`config.mk`:
```
export PLATFORM = sky130hd
export DESIGN_NAME = nss_ctrl
export DESIGN_NICKNAME = d
export VERILOG_FILES = /design/src/rtl/nss_pkg.sv /design/src/rtl/nss_ctrl.sv
export SDC_FILE = /design/constraint.sdc
export NUM_CORES = 1
export LEC_CHECK = 0
export BUFFER_PORTS_ARGS = -buffer_cell sky130_fd_sc_hd__buf_2
export CORE_MARGIN = 2
export CORE_UTILIZATION = 38
export CTS_CLUSTER_DIAMETER = 100
export DETAILED_ROUTE_END_ITERATION = 10
export PLACE_DENSITY_LB_ADDON = 0.2
export SYNTH_ARGS = -nofsm -noshare
export SYNTH_HDL_FRONTEND = slang
export SYNTH_SLANG_ARGS = --single-unit
```
`constraint.sdc`:
```
create_clock -name clk -period 3.9 [get_ports clk]
set_input_delay 1.17 -clock clk [delete_from_list [all_inputs] [get_ports clk]]
set_output_delay 1.17 -clock clk [all_outputs]
set_load 0.005 [all_outputs]
```
`src/rtl/nss_pkg.sv`:
```
// ----------------------------------------------------------------------------
// nss_pkg
// Shared constants, widths and controller/datapath interface types for the
// nearest segment cell search.
// ----------------------------------------------------------------------------
package nss_pkg;

  localparam int MAX_SEGMENTS = 64;
  localparam int MAX_CELLS    = 255;

  localparam int SEG_AW   = $clog2(MAX_SEGMENTS);   // table address bits
  localparam int SEG_CW   = SEG_AW + 1;             // segment count bits
  localparam int COORD_W  = 24;
  localparam int CLEN_W   = 16;
  localparam int SLEN_W   = 23;
  localparam int CELL_W   = 8;
  localparam int CFG_W    = 7;
  localparam int SLOT_W   = 6;

  localparam int EP_W     = 2 * COORD_W;             // endpoint pair entry
  localparam int GEO_W    = 48;                      // cell geometry entry

  localparam int DIFF_W   = COORD_W + 1;             // end - start, magnitude
  localparam int K_W      = CELL_W + 1;              // 2c+1
  localparam int PROD1_W  = DIFF_W + K_W;            // mag * k
  localparam int PROD2_W  = PROD1_W + CLEN_W;        // mag * k * cell_len
  localparam int NUM_W    = PROD2_W + 1;             // plus segment_len
  localparam int DIV_W    = SLEN_W + 1;              // 2 * segment_len
  localparam int DIV_STEPS = NUM_W;
  localparam int DCNT_W   = $clog2(DIV_STEPS);
  localparam int CEN_W    = NUM_W + 2;               // start + signed offset
  localparam int SQ_W     = 2 * DIFF_W - 1;          // squared axis distance
  localparam int DIST_W   = SQ_W + 1;

  localparam logic signed [COORD_W-1:0] COORD_MAX = {1'b0, {(COORD_W-1){1'b1}}};
  localparam logic signed [COORD_W-1:0] COORD_MIN = {1'b1, {(COORD_W-1){1'b0}}};

  localparam logic REQ_LOAD  = 1'b0;
  localparam logic REQ_QUERY = 1'b1;

  typedef struct packed {
    logic load_wr;      // write one table entry
    logic probe_ld;     // capture query point, clear best, clear segment count
    logic seg_ld;       // capture table entry, clear cell count
    logic seg_inc;
    logic zero_center;
    logic mul1;
    logic mul2;         // also seeds the dividers
    logic div_step;
    logic center;
    logic sq;
    logic cmp;
    logic cell_inc;
    logic res_ld;
  } nss_cmd_t;

  typedef struct packed {
    logic nseg_zero;
    logic rd_n_zero;
    logic rd_len_zero;
    logic seg_len_zero;
    logic last_seg;
    logic last_cell;
    logic div_last;
  } nss_stat_t;

  typedef enum logic [9:0] {
    ST_IDLE   = 10'b00_0000_0001,
    ST_RD     = 10'b00_0000_0010,
    ST_LATCH  = 10'b00_0000_0100,
    ST_MUL1   = 10'b00_0000_1000,
    ST_MUL2   = 10'b00_0001_0000,
    ST_DIV    = 10'b00_0010_0000,
    ST_CENTER = 10'b00_0100_0000,
    ST_SQ     = 10'b00_1000_0000,
    ST_CMP    = 10'b01_0000_0000,
    ST_FINISH = 10'b10_0000_0000
  } nss_state_t;

endpackage

```
`src/rtl/nss_ctrl.sv`:
```
// ----------------------------------------------------------------------------
// nss_ctrl
// Sequencer for loads and queries; drives datapath commands and the result
// valid flag.
// ----------------------------------------------------------------------------
module nss_ctrl import nss_pkg::*; (
  input  logic      clk,
  input  logic      rst_n,
  input  logic      in_valid,
  input  logic      in_req_type,
  output logic      in_stall,
  output logic      out_valid,
  input  logic      out_stall,
  input  nss_stat_t st,
  output nss_cmd_t  cmd
);

  nss_state_t state_r, state_nxt;
  logic       out_valid_r, out_valid_nxt;
  logic       in_acc;

  assign in_stall  = (state_r != ST_IDLE);
  assign in_acc    = in_valid && !in_stall;
  assign out_valid = out_valid_r;

  always_comb begin
    state_nxt     = state_r;
    cmd           = '0;
    out_valid_nxt = out_valid_r && out_stall;
    case (state_r)
      ST_IDLE: begin
        if (in_acc) begin
          if (in_req_type == REQ_LOAD) begin
            cmd.load_wr = 1'b1;
          end else begin
            cmd.probe_ld = 1'b1;
            state_nxt    = st.nseg_zero ? ST_FINISH : ST_RD;
          end
        end
      end
      ST_RD: state_nxt = ST_LATCH;
      ST_LATCH: begin
        cmd.seg_ld = 1'b1;
        if (st.rd_n_zero) begin
          if (st.last_seg) begin
            state_nxt = ST_FINISH;
          end else begin
            cmd.seg_inc = 1'b1;
            state_nxt   = ST_RD;
          end
        end else if (st.rd_len_zero) begin
          cmd.zero_center = 1'b1;
          state_nxt       = ST_SQ;
        end else begin
          state_nxt = ST_MUL1;
        end
      end
      ST_MUL1: begin
        cmd.mul1  = 1'b1;
        state_nxt = ST_MUL2;
      end
      ST_MUL2: begin
        cmd.mul2  = 1'b1;
        state_nxt = ST_DIV;
      end
      ST_DIV: begin
        cmd.div_step = 1'b1;
        if (st.div_last) state_nxt = ST_CENTER;
      end
      ST_CENTER: begin
        cmd.center = 1'b1;
        state_nxt  = ST_SQ;
      end
      ST_SQ: begin
        cmd.sq    = 1'b1;
        state_nxt = ST_CMP;
      end
      ST_CMP: begin
        cmd.cmp = 1'b1;
        if (st.last_cell) begin
          if (st.last_seg) begin
            state_nxt = ST_FINISH;
          end else begin
            cmd.seg_inc = 1'b1;
            state_nxt   = ST_RD;
          end
        end else begin
          cmd.cell_inc = 1'b1;
          state_nxt    = st.seg_len_zero ? ST_SQ : ST_MUL1;
        end
      end
      ST_FINISH: begin
        if (!out_valid_r || !out_stall) begin
          cmd.res_ld    = 1'b1;
          out_valid_nxt = 1'b1;
          state_nxt     = ST_IDLE;
        end
      end
      default: state_nxt = ST_IDLE;
    endcase
  end

  always_ff @(posedge clk) begin
    if (!rst_n) begin
      state_r     <= ST_IDLE;
      out_valid_r <= 1'b0;
    end else begin
      state_r     <= state_nxt;
      out_valid_r <= out_valid_nxt;
    end
  end

endmodule

```
; Word-level counts from Yosys, hierarchy flattened
; Cells that the tools add are included.
[word_totals]
regBits = 11
out_inout_bits = 15
[op_classes]
n_reduce_logical = 7
eq_ne = 15
n_mux = 34
[ops]
columns = operator, n
row1 = $pmux 10 s10, 1
row2 = $mux 10, 8
row3 = $mux 1, 19
row4 = $mux 8, 2
row5 = $eq 10x1->1 const B, 1
row6 = $eq 10x10->1 const B, 1
row7 = $eq 10x2->1 const B, 1
row8 = $eq 10x3->1 const B, 1
row9 = $eq 10x4->1 const B, 1
row10 = $eq 10x5->1 const B, 1
row11 = $eq 10x6->1 const B, 1
row12 = $eq 10x7->1 const B, 1
row13 = $eq 10x8->1 const B, 1
row14 = $eq 10x9->1 const B, 1
row15 = $ne 10x1->1 const B, 1
row16 = $ne 2x2->1 const B, 4
row17 = $mux 2, 3
row18 = $reduce_and 4->1, 1
row19 = $logic_not 1->1, 3
row20 = $logic_and 1x1->1, 2
row21 = $pmux 1 s2, 1
row22 = $logic_or 1x1->1, 1

; Longest topological paths before layout
[depth]
depth_word = 5
mapped_depth = 7
mapped_depth_nobuf = 6

; Worst setup path before layout
; Ideal clock, no wire load.
[synth_path]
path_kind = input to output
from = input port st[5] in the netlist's numbering
to = output port cmd[9] in the netlist's numbering
path_buffers = 0
path_stages = 3
path_slack_ns = 0.714
arrival_ns = 2.016
cell_sequence = or4b_1 -> nor4_1 -> o21ba_2
[synth_rtl]
columns = item, line
row1 = from (decl), nss_ctrl.sv:14  ; input nss_stat_t st,
row2 = to (decl), nss_ctrl.sv:15  ; output nss_cmd_t cmd

==> reports/results.md <==
| Group | Metric | This run |
|---|---|---|
| grt | Number of global-route vias before repair | 660 |
| synthesis | Library cell with the highest instance count after synthesis | sky130_fd_sc_hd__dfxtp_1 |
| setup path | Crit path buffers/inverters | 2 |
| setup path | Arrival time of data at the critical path endpoint | 2260 ps |
| synthesis | Post-synthesis cell count | 89 |
| detailed routing | Pre-Repair DR Iteration Count | 4 |
| synthesis | Number of enable-type register cells in the synthesized netlist | 0 |
| cts | CTS hold repair buffers | 0 |
| layout | Antenna Cells | 0 |
| synthesis | Cell types occupying the most area after synthesis | sky130_fd_sc_hd__dfxtp_1 (28%), sky130_fd_sc_hd__nor4_1 (4.0%), sky130_fd_sc_hd__o21ai_0 (3.9%) |
| grt | Global-route wire length before repair | 2.891 mm |
| setup path | Critical path launch point type | input pin |
| timing | Number of failing setup endpoints in the final timing report | 0 |
| cts | Number of gates given a new drive strength after cts | 0 |
| synthesis | Share of the synthesized area in the top cell type | 28.34% |
| timing | Fraction of the cycle the final worst path needs | 88.01% |
| timing | Worst-margin pin slew | 445.4 ps |
| cts | Buffer type at the clock tree root | sky130_fd_sc_hd__clkbuf_4 |
| synthesis | Synth Cell Area | 777.0 sq um |
| synthesis | Cell variety after synth | 40 |
| floorplanning | Starting utilization of the core area | 40.01% |
| hold path | HP Class | register to register |
| timing | Normalized max-slew margin | 70.23% |
| floorplanning | # rows | 16 |
| cts | Clk buf depth | 2 |
| timing | RSZ-0062 raised after global routing | false |
| pwr | Power density over cell area | 319.6 nW/um^2 |
| timing | Peak Freq | 291.3 MHz |
| pwr | Pleak | 0.4430 nW |
| synthesis | Synthesized area per cell | 8.730 sq um |
| timing | Minimum clock period | 3432 ps |
| synthesis | List of most frequent post-synthesis cells | sky130_fd_sc_hd__dfxtp_1 (11), sky130_fd_sc_hd__nor2_1 (7), sky130_fd_sc_hd__nand2_1 (6), sky130_fd_sc_hd__o21ai_0 (6), sky130_fd_sc_hd__nor4_1 (5) |
| cts | CTS Buf Count | 3 |
| timing | Worst Skew | 2.691 ps |
| synthesis | Area leader, netlist | sky130_fd_sc_hd__dfxtp_1 |
| synthesis | Number of register bits inferred by synthesis | 11 |
| pwr | Worst VDD drop | 0.2057 mV |
| detailed routing | Remaining antenna violation count after routing | 0 |
| cts | CTS tree | built |
| cts | Latest clock arrival within the worst-skew pair | 280 ps |
| setup path | Slowest stage cell, crit path | sky130_fd_sc_hd__or4b_1 |
| floorplanning | Die Span Y | 49.22 um |
| timing | Setup tns final | 0 ps |
| layout | Filler instances | 205 |
| floorplanning | Overall die width | 49.22 um |
| cts | Maximum level of the CTS H-tree | 1 |
| setup path | Cell type with the highest occurrence count on the critical path | sky130_fd_sc_hd__buf_2 |
| flow run | Max-capacitance violation count | 0 |
| grt | Number of antenna violations at the first check in global routing | 0 |
| placed design | RePlAce Congestion | 0.8734 |
| timing | Final slew viol count | 0 |
| detailed routing | Routed wire length | 1.759 mm |
| detailed routing | Vias per inst | 5.214 |
| setup path | Highest cell delay on the worst timing path | 430 ps |
| setup path | Largest fanout on the critical path | 3 |
| grt | Residual overflow from global routing | 0 |
| floorplanning | Number of ports placed on the die boundary | 27 |
| cts | Count of buffers added by post-CTS timing repair for setup | 0 |
| synthesis | Most frequently used flop master after synthesis | sky130_fd_sc_hd__dfxtp_1 |
| setup path | CP Cell Sequence | buf_2 > or4b_1 > nor4_1 > o21ba_2 > buf_2 |
| detailed routing | Violation count after the first detailed-route iteration | 17 |
| cts | Clk pin slew, worst setup/hold paths | 70 ps |
| placed design | I/O Buffers | 26 |
| floorplanning | Core footprint | 1942 sq um |
| setup path | Delay-heaviest family, CP | simple AND/OR/NAND/NOR gates |
| placed design | DP Wirelength | 1.385 mm |
| setup path | Classification of the worst setup path | input pin to output pin |
| detailed routing | Count of unresolved DRC violations after routing | 0 |
| layout | Share of final-layout standard cells stronger than drive strength 1 | 34.75% |
| layout | Final #Nets | 131 |
| detailed routing | Post-DR wirelength/cell | 12.13 um |
| detailed routing | Total number of vias | 756 |
| synthesis | Net Count, Synth | 101 |
| cts | Clock sink count | 11 |
| synthesis | Sequential-to-total area share from yosys stat | 28.34% |
| floorplanning | Overall die area | 2423 sq um |
| outcome | Outcome | finished, final reports clean |
| layout | Post-layout util | 49.23% |
| synthesis | Number of warning messages in the yosys log | 0 |
| grt | Overall track demand over capacity in global routing | 15.10% |
| setup path | WP data required | 2730 ps |
| timing | Final Hold Fails | 0 |
| layout | Relative area change from synthesis to final layout | 23.03% |
| synthesis | Proportion of register bits with asynchronous set or reset after synthesis | 0% |
| setup path | Category of the worst setup path capture point | output pin |
| grt | Largest net degree at the start of global routing | 10 |
-- registers in the layout, summed over array words and instances, names as in the netlist --
| name | cells |
|---|---|
| out_valid | 1 |
| state_r | 10 |
-- worst reg2reg max path, cell delays in order, from the launching register on --
cell and delay (ps):
sky130_fd_sc_hd__dfxtp_1 520, sky130_fd_sc_hd__or4b_1 490, sky130_fd_sc_hd__nor3_2 230, sky130_fd_sc_hd__inv_1 110, sky130_fd_sc_hd__a21oi_1 210, sky130_fd_sc_hd__nor4b_2 120, sky130_fd_sc_hd__and3_1 170
-- per-layer routing --
metal | share of wire, % | GRT usage (%) | vias up
met4 | 1.0 | 3.810 | 0
met2 | 45 | 22.52 | 18
met1 | 49 | 20.79 | 339
li1 | - | - | 394
met5 | 0 | 0 | -
met3 | 4.9 | 4.908 | 5
-- cells in the final DEF (no fill, tap or decap), types with 3 or more instances in the layout --
cell | Yosys | layout
sky130_fd_sc_hd__clkbuf_4 | 0 | 3
sky130_fd_sc_hd__and2_1 | 4 | 4
sky130_fd_sc_hd__nor2_1 | 7 | 7
sky130_fd_sc_hd__nand2_1 | 6 | 6
sky130_fd_sc_hd__nor2b_1 | 4 | 4
sky130_fd_sc_hd__o21ai_0 | 6 | 6
sky130_fd_sc_hd__dfxtp_1 | 11 | 11
sky130_fd_sc_hd__nor4_1 | 5 | 5
sky130_fd_sc_hd__and3b_1 | 3 | 3
sky130_fd_sc_hd__buf_2 | 0 | 26
-- final timing paths --
kind	start	end	slack, ps	cells past startpoint
worst max-delay path	st[5]	cmd[9]	470	5
worst min-delay path	out_valid	out_valid	520	2
worst max register to register	state_r[0]	state_r[6]	1950	6
worst min register to register	out_valid	out_valid	520	2
-- logic make-up after synthesis --
family	after synthesis	synth area share, %
and+or+nand+nor	53	49.28
AOI/OAI and AO/OA	20	17.71
DFF	11	28.34
buffers and inverters	3	2.416
xor gates and xnor gates	2	2.255
-- power by group --
part | total (mW) | internal [mW] | switching [mW]
Combinational | 0.0946 | 0.0456 | 0.0489
Sequential | 0.128 | 0.118 | 0.0108
Clock | 0.0824 | 0.0397 | 0.0428
-- final cells by class --
| type | count | area [sq um] | area share (%) |
|---|---|---|---|
| Sequential cell | 11 | 220.2 | 23.04 |
| Inverter | 2 | 7.507 | 0.7853 |
| Clock buffer | 4 | 26.28 | 2.749 |
| Multi-Input combinational cell | 75 | 538.0 | 56.28 |
| Timing Repair Buffer | 26 | 130.1 | 13.61 |
| Tap cell | 27 | 33.78 | 3.534 |
-- per-stage QoR --
stage	hold WS, ps	instances	setup slack [ps]	cell area (sq um)	power (mW)
after floorplan	499.8	89	713.5	777.0	0.2017
after detailed placement	511.0	141	467.0	929.6	0.2256
after CTS	522.7	145	465.2	955.9	0.3075
after global routing	554.9	145	370.4	955.9	0.3220
after global placement	496.7	141	470.4	929.6	0.2241
final	515.7	145	467.7	955.9	0.3055
Note: power is estimated with default switching activity, not from simulation.
